[config.mk]
export PLATFORM = sky130hd
export DESIGN_NAME = cookie_header_tokenizer
export DESIGN_NICKNAME = d
export VERILOG_FILES = /design/src/rtl/cht_pkg.sv /design/src/rtl/cht_step.sv /design/src/rtl/cookie_header_tokenizer.sv
export SDC_FILE = /design/constraint.sdc
export NUM_CORES = 1
export LEC_CHECK = 0
export BUFFER_PORTS_ARGS = -buffer_cell sky130_fd_sc_hd__buf_4
export CAP_MARGIN = 15
export CORE_MARGIN = 4
export CORE_UTILIZATION = 60
export DETAILED_ROUTE_END_ITERATION = 16
export HOLD_SLACK_MARGIN = 0.06
export PLACE_DENSITY = 0.88
export SYNTH_ARGS = -nofsm -noshare
export SYNTH_HDL_FRONTEND = slang
export SYNTH_SLANG_ARGS = --single-unit
[constraint.sdc]
create_clock -name i_clk -period 4.1 [get_ports i_clk]
set_input_delay 0.205 -clock i_clk [delete_from_list [all_inputs] [get_ports i_clk]]
set_output_delay 0.205 -clock i_clk [all_outputs]
set_load 0.02 [all_outputs]
[src/rtl/cht_pkg.sv]
// cht_pkg: types, codes and byte-class helpers for the cookie header tokenizer
// used by cht_step and cookie_header_tokenizer; depends on nothing else
package cht_pkg;

    typedef enum logic [3:0] {
        PH_IDLE = 4'd0,
        PH_NAME = 4'd1,
        PH_EQ   = 4'd2,
        PH_V0   = 4'd3,
        PH_V    = 4'd4,
        PH_VH1  = 4'd5,
        PH_VH2  = 4'd6,
        PH_VE   = 4'd7,
        PH_Q    = 4'd8,
        PH_QH1  = 4'd9,
        PH_QH2  = 4'd10,
        PH_QE   = 4'd11
    } t_phase;

    typedef enum logic [2:0] {
        K_NAME = 3'd0,
        K_VAL  = 3'd1,
        K_END  = 3'd2,
        K_ERR  = 3'd3,
        K_DONE = 3'd4
    } t_kind;

    localparam logic OP_BYTE = 1'b0;
    localparam logic OP_EOH  = 1'b1;

    localparam logic [7:0] CH_DOLLAR  = 8'h24;
    localparam logic [7:0] CH_PERCENT = 8'h25;
    localparam logic [7:0] CH_PLUS    = 8'h2B;
    localparam logic [7:0] CH_SEMI    = 8'h3B;
    localparam logic [7:0] CH_EQUALS  = 8'h3D;
    localparam logic [7:0] CH_QUOTE   = 8'h22;
    localparam logic [7:0] CH_SPACE   = 8'h20;
    localparam logic [2:0] SECURE_LEN = 3'd6;

    localparam int unsigned MAX_RES = 3;

    typedef struct packed {
        logic       op;
        logic [7:0] char_in;
    } t_in;

    typedef struct packed {
        t_kind      kind;
        logic [7:0] data_byte;
        logic       is_attribute;
        logic       is_secure;
        logic       last;
    } t_out;

    typedef struct packed {
        t_phase     parse_phase;
        logic [7:0] held_hex_digit;
        logic       attribute_flag;
        logic [2:0] secure_match_progress;
        logic       secure_mismatch;
        logic       halted_on_error;
    } t_state;

    // results caused by one item, in order, plus how many are meaningful
    typedef struct packed {
        t_out [MAX_RES-1:0] res;
        logic [1:0]         cnt;
    } t_bundle;

    localparam t_state STATE_RESET = '{
        parse_phase:           PH_IDLE,
        held_hex_digit:        8'd0,
        attribute_flag:        1'b0,
        secure_match_progress: 3'd0,
        secure_mismatch:       1'b0,
        halted_on_error:       1'b0
    };

    function automatic logic is_space(input logic [7:0] c);
        return (c == CH_SPACE) || (c >= 8'd9 && c <= 8'd13);
    endfunction

    function automatic logic is_hex(input logic [7:0] c);
        return (c >= "0" && c <= "9") || (c >= "a" && c <= "f") || (c >= "A" && c <= "F");
    endfunction

    function automatic logic [3:0] hex_val(input logic [7:0] c);
        logic [7:0] v;
        v = 8'd0;
        if (c >= "0" && c <= "9") begin
            v = c - 8'h30;
        end else if (c >= "A" && c <= "F") begin
            v = c - 8'h37;
        end else if (c >= "a" && c <= "f") begin
            v = c - 8'h57;
        end
        return v[3:0];
    endfunction

    function automatic logic [7:0] plus_to_space(input logic [7:0] c);
        return (c == CH_PLUS) ? CH_SPACE : c;
    endfunction

    function automatic logic [7:0] secure_char(input logic [2:0] i);
        logic [7:0] ch;
        unique case (i)
            3'd0:    ch = "S";
            3'd1:    ch = "e";
            3'd2:    ch = "c";
            3'd3:    ch = "u";
            3'd4:    ch = "r";
            3'd5:    ch = "e";
            default: ch = 8'h00;
        endcase
        return ch;
    endfunction

    function automatic t_out mk(input t_kind k, input logic [7:0] d, input logic at,
                                input logic sec);
        t_out r;
        r.kind         = k;
        r.data_byte    = d;
        r.is_attribute = at;
        r.is_secure    = sec;
        r.last         = 1'b0;
        return r;
    endfunction

endpackage

[src/rtl/cht_step.sv]
// cht_step: one tokenizer step, next state and the results caused by one item
// depends on cht_pkg
module cht_step (
    input  cht_pkg::t_state  i_state,
    input  cht_pkg::t_in     i_item,
    output cht_pkg::t_state  o_state,
    output cht_pkg::t_bundle o_bundle
);

    logic            name_sec;
    logic [7:0]      c;
    logic [7:0]      h;
    logic            q;
    cht_pkg::t_out   end_res;
    cht_pkg::t_out   err_res;
    cht_pkg::t_out   nul_res;

    assign c        = i_item.char_in;
    assign h        = i_state.held_hex_digit;
    assign name_sec = !i_state.secure_mismatch
                      && (i_state.secure_match_progress == cht_pkg::SECURE_LEN);
    assign end_res  = cht_pkg::mk(cht_pkg::K_END, 8'd0, i_state.attribute_flag,
                                  i_state.attribute_flag && name_sec);
    assign err_res  = cht_pkg::mk(cht_pkg::K_ERR, 8'd0, 1'b0, 1'b0);
    assign nul_res  = cht_pkg::mk(cht_pkg::K_NAME, 8'd0, 1'b0, 1'b0);
    assign q        = (i_state.parse_phase == cht_pkg::PH_Q)
                      || (i_state.parse_phase == cht_pkg::PH_QH1)
                      || (i_state.parse_phase == cht_pkg::PH_QH2);

    always_comb begin
        o_state         = i_state;
        o_bundle.cnt    = 2'd0;
        o_bundle.res[0] = nul_res;
        o_bundle.res[1] = nul_res;
        o_bundle.res[2] = nul_res;

        if (i_item.op == cht_pkg::OP_EOH) begin
            o_state = cht_pkg::STATE_RESET;
            o_bundle.res[0] = cht_pkg::mk(cht_pkg::K_DONE, 8'd0, 1'b0, 1'b0);
            o_bundle.cnt    = 2'd1;
            // codes outside the phase list count as idle here too
            if (!i_state.halted_on_error && i_state.parse_phase != cht_pkg::PH_IDLE
                    && i_state.parse_phase <= cht_pkg::PH_QE) begin
                o_bundle.res[1] = o_bundle.res[0];
                o_bundle.cnt    = 2'd2;
                if (i_state.parse_phase == cht_pkg::PH_QE
                        || i_state.parse_phase == cht_pkg::PH_V
                        || i_state.parse_phase == cht_pkg::PH_V0) begin
                    o_bundle.res[0] = end_res;
                end else begin
                    o_bundle.res[0] = err_res;
                end
            end
        end else if (!i_state.halted_on_error) begin
            unique case (i_state.parse_phase)
                cht_pkg::PH_NAME: begin
                    if (cht_pkg::is_space(c)) begin
                        o_state.parse_phase = name_sec ? cht_pkg::PH_VE : cht_pkg::PH_EQ;
                    end else if (c == cht_pkg::CH_EQUALS) begin
                        o_state.parse_phase = name_sec ? cht_pkg::PH_VE : cht_pkg::PH_V0;
                    end else if (c == cht_pkg::CH_SEMI && name_sec) begin
                        o_state.parse_phase = cht_pkg::PH_VE;
                    end else begin
                        if (i_state.secure_mismatch
                                || i_state.secure_match_progress >= cht_pkg::SECURE_LEN
                                || c != cht_pkg::secure_char(i_state.secure_match_progress)) begin
                            o_state.secure_mismatch = 1'b1;
                        end else begin
                            o_state.secure_match_progress = i_state.secure_match_progress + 3'd1;
                        end
                        o_bundle.res[0] = cht_pkg::mk(cht_pkg::K_NAME, c, 1'b0, 1'b0);
                        o_bundle.cnt    = 2'd1;
                    end
                end
                cht_pkg::PH_EQ: begin
                    if (c == cht_pkg::CH_EQUALS) begin
                        o_state.parse_phase = cht_pkg::PH_V0;
                    end else if (!cht_pkg::is_space(c)) begin
                        o_state.halted_on_error = 1'b1;
                        o_bundle.res[0] = err_res;
                        o_bundle.cnt    = 2'd1;
                    end
                end
                cht_pkg::PH_V0: begin
                    if (c == cht_pkg::CH_QUOTE) begin
                        o_state.parse_phase = cht_pkg::PH_Q;
                    end else if (c == cht_pkg::CH_PERCENT) begin
                        o_state.parse_phase = cht_pkg::PH_VH1;
                    end else if (c == cht_pkg::CH_SEMI) begin
                        o_state.parse_phase = cht_pkg::PH_IDLE;
                        o_bundle.res[0] = end_res;
                        o_bundle.cnt    = 2'd1;
                    end else if (!cht_pkg::is_space(c)) begin
                        o_state.parse_phase = cht_pkg::PH_V;
                        o_bundle.res[0] = cht_pkg::mk(cht_pkg::K_VAL, c, 1'b0, 1'b0);
                        o_bundle.cnt    = 2'd1;
                    end
                end
                cht_pkg::PH_V, cht_pkg::PH_Q: begin
                    if (!q && c == cht_pkg::CH_SEMI) begin
                        o_state.parse_phase = cht_pkg::PH_IDLE;
                        o_bundle.res[0] = end_res;
                        o_bundle.cnt    = 2'd1;
                    end else if (q && c == cht_pkg::CH_QUOTE) begin
                        o_state.parse_phase = cht_pkg::PH_QE;
                    end else if (c == cht_pkg::CH_PERCENT) begin
                        o_state.parse_phase = q ? cht_pkg::PH_QH1 : cht_pkg::PH_VH1;
                    end else begin
                        o_bundle.res[0] = cht_pkg::mk(cht_pkg::K_VAL,
                                                      cht_pkg::plus_to_space(c), 1'b0, 1'b0);
                        o_bundle.cnt    = 2'd1;
                    end
                end
                cht_pkg::PH_VH1, cht_pkg::PH_QH1: begin
                    if (cht_pkg::is_hex(c)) begin
                        o_state.held_hex_digit = c;
                        o_state.parse_phase    = q ? cht_pkg::PH_QH2 : cht_pkg::PH_VH2;
                    end else if ((!q && c == cht_pkg::CH_SEMI)
                                 || (q && c == cht_pkg::CH_QUOTE)) begin
                        // broken escape at the value end: keep the percent sign
                        o_bundle.res[0] = cht_pkg::mk(cht_pkg::K_VAL, cht_pkg::CH_PERCENT,
                                                      1'b0, 1'b0);
                        if (q) begin
                            o_state.parse_phase = cht_pkg::PH_QE;
                            o_bundle.cnt        = 2'd1;
                        end else begin
                            o_state.parse_phase = cht_pkg::PH_IDLE;
                            o_bundle.res[1]     = end_res;
                            o_bundle.cnt        = 2'd2;
                        end
                    end else begin
                        o_state.parse_phase = q ? cht_pkg::PH_Q : cht_pkg::PH_V;
                        o_bundle.res[0] = cht_pkg::mk(cht_pkg::K_VAL, cht_pkg::CH_PERCENT,
                                                      1'b0, 1'b0);
                        o_bundle.res[1] = cht_pkg::mk(cht_pkg::K_VAL,
                                                      cht_pkg::plus_to_space(c), 1'b0, 1'b0);
                        o_bundle.cnt    = 2'd2;
                    end
                end
                cht_pkg::PH_VH2, cht_pkg::PH_QH2: begin
                    if (cht_pkg::is_hex(c)) begin
                        o_state.parse_phase = q ? cht_pkg::PH_Q : cht_pkg::PH_V;
                        o_bundle.res[0] = cht_pkg::mk(cht_pkg::K_VAL,
                                                      {cht_pkg::hex_val(h), cht_pkg::hex_val(c)},
                                                      1'b0, 1'b0);
                        o_bundle.cnt    = 2'd1;
                    end else if ((!q && c == cht_pkg::CH_SEMI)
                                 || (q && c == cht_pkg::CH_QUOTE)) begin
                        o_bundle.res[0] = cht_pkg::mk(cht_pkg::K_VAL, cht_pkg::CH_PERCENT,
                                                      1'b0, 1'b0);
                        o_bundle.res[1] = cht_pkg::mk(cht_pkg::K_VAL, h, 1'b0, 1'b0);
                        if (q) begin
                            o_state.parse_phase = cht_pkg::PH_QE;
                            o_bundle.cnt        = 2'd2;
                        end else begin
                            o_state.parse_phase = cht_pkg::PH_IDLE;
                            o_bundle.res[2]     = end_res;
                            o_bundle.cnt        = 2'd3;
                        end
                    end else begin
                        // single digit escape: emit the digit value, then the byte
                        o_state.parse_phase = q ? cht_pkg::PH_Q : cht_pkg::PH_V;
                        o_bundle.res[0] = cht_pkg::mk(cht_pkg::K_VAL,
                                                      {4'd0, cht_pkg::hex_val(h)}, 1'b0, 1'b0);
                        o_bundle.res[1] = cht_pkg::mk(cht_pkg::K_VAL,
                                                      cht_pkg::plus_to_space(c), 1'b0, 1'b0);
                        o_bundle.cnt    = 2'd2;
                    end
                end
                cht_pkg::PH_VE: begin
                    if (c == cht_pkg::CH_SEMI) begin
                        o_state.parse_phase = cht_pkg::PH_IDLE;
                        o_bundle.res[0] = end_res;
                        o_bundle.cnt    = 2'd1;
                    end else if (c == cht_pkg::CH_PLUS) begin
                        o_bundle.res[0] = cht_pkg::mk(cht_pkg::K_VAL, cht_pkg::CH_SPACE,
                                                      1'b0, 1'b0);
                        o_bundle.cnt    = 2'd1;
                    end else if (!cht_pkg::is_space(c)) begin
                        o_state.halted_on_error = 1'b1;
                        o_bundle.res[0] = err_res;
                        o_bundle.cnt    = 2'd1;
                    end
                end
                cht_pkg::PH_QE: begin
                    if (c == cht_pkg::CH_SEMI) begin
                        o_state.parse_phase = cht_pkg::PH_IDLE;
                        o_bundle.res[0] = end_res;
                        o_bundle.cnt    = 2'd1;
                    end else if (!cht_pkg::is_space(c)) begin
                        o_state.halted_on_error = 1'b1;
                        o_bundle.res[0] = err_res;
                        o_bundle.cnt    = 2'd1;
                    end
                end
                default: begin
                    // idle between pairs, also any code outside the phase list
                    o_state.secure_match_progress = 3'd0;
                    o_state.secure_mismatch       = 1'b0;
                    if (c == cht_pkg::CH_DOLLAR) begin
                        o_state.attribute_flag = 1'b1;
                        o_state.parse_phase    = cht_pkg::PH_NAME;
                    end else if (!cht_pkg::is_space(c)) begin
                        o_state.attribute_flag = 1'b0;
                        if (c == cht_pkg::secure_char(3'd0)) begin
                            o_state.secure_match_progress = 3'd1;
                        end else begin
                            o_state.secure_mismatch = 1'b1;
                        end
                        o_state.parse_phase = cht_pkg::PH_NAME;
                        o_bundle.res[0] = cht_pkg::mk(cht_pkg::K_NAME, c, 1'b0, 1'b0);
                        o_bundle.cnt    = 2'd1;
                    end else begin
                        o_state.parse_phase = cht_pkg::PH_IDLE;
                    end
                end
            endcase
        end
    end

endmodule

[src/rtl/cookie_header_tokenizer.sv]
// cookie_header_tokenizer: the first result shows in the cycle after the input transfer
// an item is taken every cycle while the output is ready and each gives at most one
// result; an item with n results (up to three) holds the input while its results drain
// synchronous active-low reset returns the tokenizer to idle and empties the results
// depends on cht_pkg and cht_step
module cookie_header_tokenizer (
    input  logic            i_clk,
    input  logic            i_rst_n,
    input  logic            i_in_valid,
    output logic            o_in_ready,
    input  cht_pkg::t_in    i_in_data,
    output logic            o_out_valid,
    input  logic            i_out_ready,
    output cht_pkg::t_out   o_out_data
);

    cht_pkg::t_state  r_state;
    cht_pkg::t_state  n_state;
    cht_pkg::t_bundle n_bundle;
    cht_pkg::t_out    r_res [cht_pkg::MAX_RES];
    logic [1:0]       r_cnt;
    logic [1:0]       r_idx;
    logic             in_xfer;
    logic             out_xfer;
    logic             final_out;
    cht_pkg::t_out    sel;

    cht_step u_step (
        .i_state  (r_state),
        .i_item   (i_in_data),
        .o_state  (n_state),
        .o_bundle (n_bundle)
    );

    assign o_out_valid = (r_idx != r_cnt);
    assign final_out   = (r_idx == r_cnt - 2'd1);
    assign out_xfer    = o_out_valid && i_out_ready;
    // the result register frees up in the same cycle its last result leaves
    assign o_in_ready  = !o_out_valid || (out_xfer && final_out);
    assign in_xfer     = i_in_valid && o_in_ready;

    always_comb begin
        unique case (r_idx)
            2'd1:    sel = r_res[1];
            2'd2:    sel = r_res[2];
            default: sel = r_res[0];
        endcase
        o_out_data      = sel;
        o_out_data.last = final_out;
    end

    always_ff @(posedge i_clk) begin
        if (!i_rst_n) begin
            r_state <= cht_pkg::STATE_RESET;
            r_cnt   <= 2'd0;
            r_idx   <= 2'd0;
        end else if (in_xfer) begin
            r_state <= n_state;
            r_cnt   <= n_bundle.cnt;
            r_idx   <= 2'd0;
        end else if (out_xfer) begin
            r_idx   <= r_idx + 2'd1;
        end
    end

    always_ff @(posedge i_clk) begin
        if (in_xfer) begin
            r_res[0] <= n_bundle.res[0];
            r_res[1] <= n_bundle.res[1];
            r_res[2] <= n_bundle.res[2];
        end
    end

endmodule
## Yosys cells after proc, flatten, opt, wreduce, memory -nomap -nowiden

Memory sizes are Yosys's and may differ from the RTL's.
Index checks and enable logic that the tools add are counted.

| word-level totals | value |
|---|---|
| bits in registers | 22 |
| RAM bits | 42 |
| input bits | 13 |
| memories | 1 |

| cells by class | value |
|---|---|
| add/subtract/negate cells | 9 |
| magnitude comparators | 16 |
| equality and inequality tests | 44 |
| mux-type cells | 97 |
| bitwise operators | 1 |
| reduce and logical (&&, ||, !) cells | 49 |

Memory list:

| name | words | bits a word | rd ports | clocked after memory_dff | write ports | line | RTL |
|---|---|---|---|---|---|---|---|
| r_res | 3 | 14 | 3 | 0 | 3 | cookie_header_tokenizer.sv:20 | `cht_pkg::t_out r_res [cht_pkg::MAX_RES];` |

Operators with widths:

| cell | number |
|---|---|
| $mux 16 | 13 |
| $pmux 16 s8 | 1 |
| $mux 30 | 4 |
| $mux 4 | 29 |
| $mux 8 | 9 |
| $eq 8x6->1 const B | 7 |
| $mux 14 | 4 |
| $pmux 14 s2 | 2 |
| $mux 13 | 4 |
| $mux 44 | 1 |
| $mux 18 | 2 |
| $pmux 7 s5 | 1 |
| $ge 8x7->1 const B | 4 |
| $le 8x7->1 const B | 4 |
| $mux 28 | 1 |
| $pmux 4 s7 | 1 |
| $mux 27 | 1 |
| $reduce_and 7->1 | 3 |
| $logic_and 1x1->1 | 17 |
| $eq 4x3->1 const B | 4 |
| $eq 4x4->1 const B | 4 |
| $ge 8x6->1 const B | 2 |
| $le 8x6->1 const B | 2 |
| $sub 4x3->4 const B | 4 |
| 44 further kinds | 92 |

## Logic depth before layout (Yosys ltp)

| logic depth | value |
|---|---|
| depth after elaboration | 18 |
| depth in mapped cells | 11 |

## Cells and area by module

A second synthesis with hierarchy kept.

| second synthesis, totals | value |
|---|---|
| cell total of the unflattened synthesis | 588 |
| area, all modules | 4892.2 um2 |

Modules (own cells, without submodules):

| module | instances | cells each | area an instance (um2) | sequential area each (um2) |
|---|---|---|---|---|
| cookie_header_tokenizer | 1 | 198 | 2472.4 | 1611.5 |
| cht_step | 1 | 390 | 2419.8 | 0.0 |

## Worst setup path before layout

Ideal clock, no wire load.

| timing path | value |
|---|---|
| kind | register to register |
| from | register r_state[2] (netlist name) |
| to | register r_state[2] (netlist name) |
| setup time | 0.117 ns |
| data arrival time | 2.424 ns |
| required time | 3.983 ns |
| setup slack | 1.558 ns |
| cell stages (with the launch flop) | 11 |
| clock period less this slack | 2.542 ns |
| cell sequence | dfxtp_1 ha_1 ha_1 or2_0 clkbuf_1 or3_1 a211oi_1 o22ai_1 nor3_4 o31ai_1 a32o_1 |

| on the way | value |
|---|---|
| longest elaborated chain between the ends | 13 |
| elaborated cells on any way between the ends | 32 |
| those cells by class | add/sub: 1; order compare: 1; eq/ne: 9; mux: 14; reduce/logical: 7 |

Ends and longest elaborated chain:

| item | line | RTL |
|---|---|---|
| start, declared | cookie_header_tokenizer.sv:17 | `cht_pkg::t_state r_state;` |
| start signal, assigned | cookie_header_tokenizer.sv:54 | `r_state <= cht_pkg::STATE_RESET;` |
| start signal, assigned | cookie_header_tokenizer.sv:58 | `r_state <= n_state;` |
| $eq 3x1->1 or $eq 3x3->1 (tied branches) | cht_pkg.sv:106 | `unique case (i)` |
| $reduce_or 2->1 (no source line) | n/a |  |
| $pmux 7 s5 | cht_pkg.sv:106 |  |
| $mux 8 | cht_step.sv:61 | `end else if (c == cht_pkg::CH_SEMI && name_sec) begin` |
| $mux 8 | cht_step.sv:59 | `end else if (c == cht_pkg::CH_EQUALS) begin` |
| $mux 8 | cht_step.sv:57 | `if (cht_pkg::is_space(c)) begin` |
| $mux 8 | cht_step.sv:55 | `unique case (i_state.parse_phase)` |
| $mux 8 | cht_step.sv:54 | `end else if (!i_state.halted_on_error) begin` |
| $mux 8 | cht_step.sv:37 | `if (i_item.op == cht_pkg::OP_EOH) begin` |
| $ne 8x8->1 | cht_step.sv:66 | `\|\| c != cht_pkg::secure_char(i_state.secure_match_progress)) begin` |
| $logic_or 1x1->1 | cht_step.sv:66 |  |
| $ne 3x3->1 (no source line) | n/a |  |
| $reduce_and 7->1 (no source line) | n/a |  |

Parallel ways exist; a longest one is shown, timed or not. The select of a mux whose other input is x is not followed.
A chain may end at the register's enable or synchronous reset.

==> flow_summary.json <==
{
  "final_hold_viol_count": 0,
  "cts-resized-gates": 0,
  "timing.final.crit_share_pct": 71.40,
  "cp_slowest_cell": "dfxtp_1",
  "maxSlewHeadroom_pct": 28.94,
  "synth.yosys.warnings": 0,
  "critical_path_class": "register to register",
  "maxCapViolCount": 0,
  "grt_pass1_wl_um": 18710,
  "clockBufferDepth": 2,
  "final_core_util_pct": 65.30,
  "crit_required_ns": 4.19,
  "gp_congestion": 1.047,
  "dieArea_sq_um": 8289,
  "finalClockSkew_ns": 0.01795,
  "min_path_type": "input pin to register",
  "ys_types": 74,
  "top_usage_layer": "met2",
  "post-dp-hpwl_um": 8352,
  "route.detailed.drc": 0,
  "final_cells": 587,
  "finalNetCount": 534,
  "h-tree-depth": 2,
  "clock-sinks": 51,
  "fin_ws_ns": 1.173,
  "cts_hold_buffers": 0,
  "crit_buf_inv": 0,
  "tritoncts": "done",
  "drt-initial-drc-count": 759,
  "cp_data_arrival_time_ns": 3.02,
  "ant_nets": 0,
  "drv_slew": 0,
  "rsz0062_at_grt": "no",
  "status": "finished, final reports clean",
  "placementRows": 30,
  "vdd_drop_max_v": 0.0001295,
  "seq_area_frac_synth_pct": 31.69,
  "post_drt_wl_per_cell_um": 19.40,
  "routed_via_density": 6.935,
  "syn-instance-count": 505,
  "grt_max_degree": 38,
  "dp.cells": 579,
  "start_util_pct": 61.24,
  "fmax_ghz": 0.3416,
  "r2r_cells": 7,
  "gr-usage-met3_pct": 6.048,
  "worstMarginPinSlew_ns": 1.056,
  "cts_made_buffers": 5,
  "final.min_clock_period_ns": 2.927,
  "holdPathStages": 2,
  "cpPeakStageDelay_ns": 0.73,
  "postCtsSetupRepairBufs": 0,
  "drive_gt1_share_pct": 11.44,
  "grtUsageTotal_pct": 27.64,
  "grt_overflow": 0,
  "vias": 4071,
  "power.density_nw_per_um2": 314.3,
  "die_width_um": 91.05,
  "clk_latency_ns": 0.33,
  "io_pins": 29,
  "synth_edf_count": 29,
  "async_flop_share_pct": 0,
  "numPortBuffers": 28,
  "core_area_sq_um": 6756,
  "synth_area_sq_um": 4138,
  "cp_max_fo": 20,
  "syn_to_final_growth_pct": 6.622,
  "die_h_um": 91.05,
  "gr-usage-met2_pct": 43.65,
  "setup_viol": 0,
  "grtUsageMet1_pct": 36.43,
  "synth_fp_nets": 533,
  "grt_antenna_before_repair": 0,
  "clk_pin_slew_worst_paths_ns": 0.12,
  "crit_chain": "nand2_1, and3b_1, mux2i_2, nor2_1, a22oi_1, o21ai_0, a32o_1",
  "dp_slack_ns": 1.164,
  "leakage_nw": 1.529,
  "yosys_register_bits": 51,
  "finalHoldWorstSlack_ns": 0.1454,
  "syn_avg_cell_area_sq_um": 8.194,
  "drt-pass1-iter-count": 6,
  "crit_path_end_kind": "register",
  "startpoint_type": "register",
  "ys.flop_type": "edfxtp_1",
  "cts-root-buf": "clkbuf_8",
  "setup_tns_ns": 0,
  "antenna_cells": 0,
  "grt_pass1_vias": 3798,
  "drt-total-wl_um": 11390,
  "crit_family": "simple AND/OR/NAND/NOR gates",
  "worstSetupPathDepth": 7
}
cell usage in the layout (no fill, tap or decap), drive strengths merged, types with 6 or more instances in the layout:
cell,count
a211oi,7
a21boi,11
a21oi,22
a22o,13
a22oi,10
buf,32
dfxtp,22
edfxtp,29
ha,15
inv,18
mux2i,10
nand2,53
nand2b,11
nand3,26
nand4,6
nor2,38
nor2b,11
nor3,30
nor4,7
o21a,6
o21ai,26
xnor2,6
path summary, 6_finish.rpt:
kind	start	endpoint	slack, ns
hold reg to reg	r_cnt[1]	r_cnt[1]	0.52
setup reg to reg	r_state[15]	r_res[0][6]	1.17
hold / removal	i_out_ready	r_idx[1]	0.15
setup / recovery	r_state[15]	r_res[0][6]	1.17
state kept, by name, summed over array words and instances (netlist names):
signal,flops
r_cnt,2
r_res,29
r_state,18
r_idx,2
synth_stat cells (6+ instances only):
library cell / n / area, sq um
o21ai_0: 25 / 125.1
a211oi_1: 7 / 52.55
mux2i_1: 9 / 90.09
clkbuf_1: 25 / 93.84
nand3_1: 26 / 130.1
o21a_1: 6 / 45.04
a22oi_1: 10 / 75.07
xnor2_1: 6 / 52.55
nor2_1: 38 / 142.6
nand4_1: 6 / 37.54
nand2b_1: 11 / 68.82
nor2b_1: 11 / 68.82
a21oi_1: 22 / 110.1
ha_1: 15 / 187.7
edfxtp_1: 29 / 870.8
nor4_1: 6 / 37.54
nand2_1: 53 / 198.9
nor3_1: 27 / 135.1
inv_1: 17 / 63.81
a22o_1: 13 / 113.9
buf_2: 8 / 40.04
a21boi_0: 11 / 82.58
dfxtp_1: 22 / 440.4
stage by stage:
stage | area [sq um] | power (mW)
global placement | 4314 | 1.053
detailed placement | 4314 | 1.067
floorplan | 4138 | 0.9364
global route | 4412 | 1.449
finish | 4412 | 1.386
CTS | 4412 | 1.382
logic make-up (layout without fill, tap and decap cells):
group                      count (synthesis)  in the layout  synth area share [%]
and+or+nand+nor                          219            219                 28.27
AOI/OAI and AO/OA                        146            146                 25.40
buffers and inverters                     56             58                 5.897
DFF                                       51             51                 31.69
adders and majority gates                 15             15                 4.536
muxes                                     10             10                 2.510
xor gates and xnor gates                   8              8                 1.693
final cells by class:
cell class | instances | area [sq um]
multi-input cells | 398 | 2582
fillers | 577 | 2345
flip-flops and latches | 51 | 1311
repair buffers | 32 | 240.2
well taps | 80 | 100.1
inverters | 18 | 80.08
clock buffers | 5 | 68.82
clock inverters | 3 | 28.78
report_power, final:
| part | switching [mW] | total, mW | internal (mW) |
|---|---|---|---|
| sequential | 0.0297 | 0.630 | 0.600 |
| clock | 0.198 | 0.326 | 0.127 |
| combinational | 0.264 | 0.431 | 0.167 |
| total | 0.492 | 1.39 | 0.894 |
layer usage:
layer  part of all wire, %  wire length [um]  vias to the layer above
li1                      -                 -                     1895
met1                    40              4603                     1849
met2                    46              5188                      284
met3                    11              1223                       43
met4                   3.3               374                        0
met5                     0                 0                        -
worst reg2reg max path: stages, from the launching register on:
cell and delay (ns):
dfxtp_1 0.73, nand2_1 0.41, and3b_1 0.39, mux2i_2 0.45, nor2_1 0.17, a22oi_1 0.21, o21ai_0 0.10, a32o_1 0.23
No activity file was read; power rests on OpenSTA's default activity.
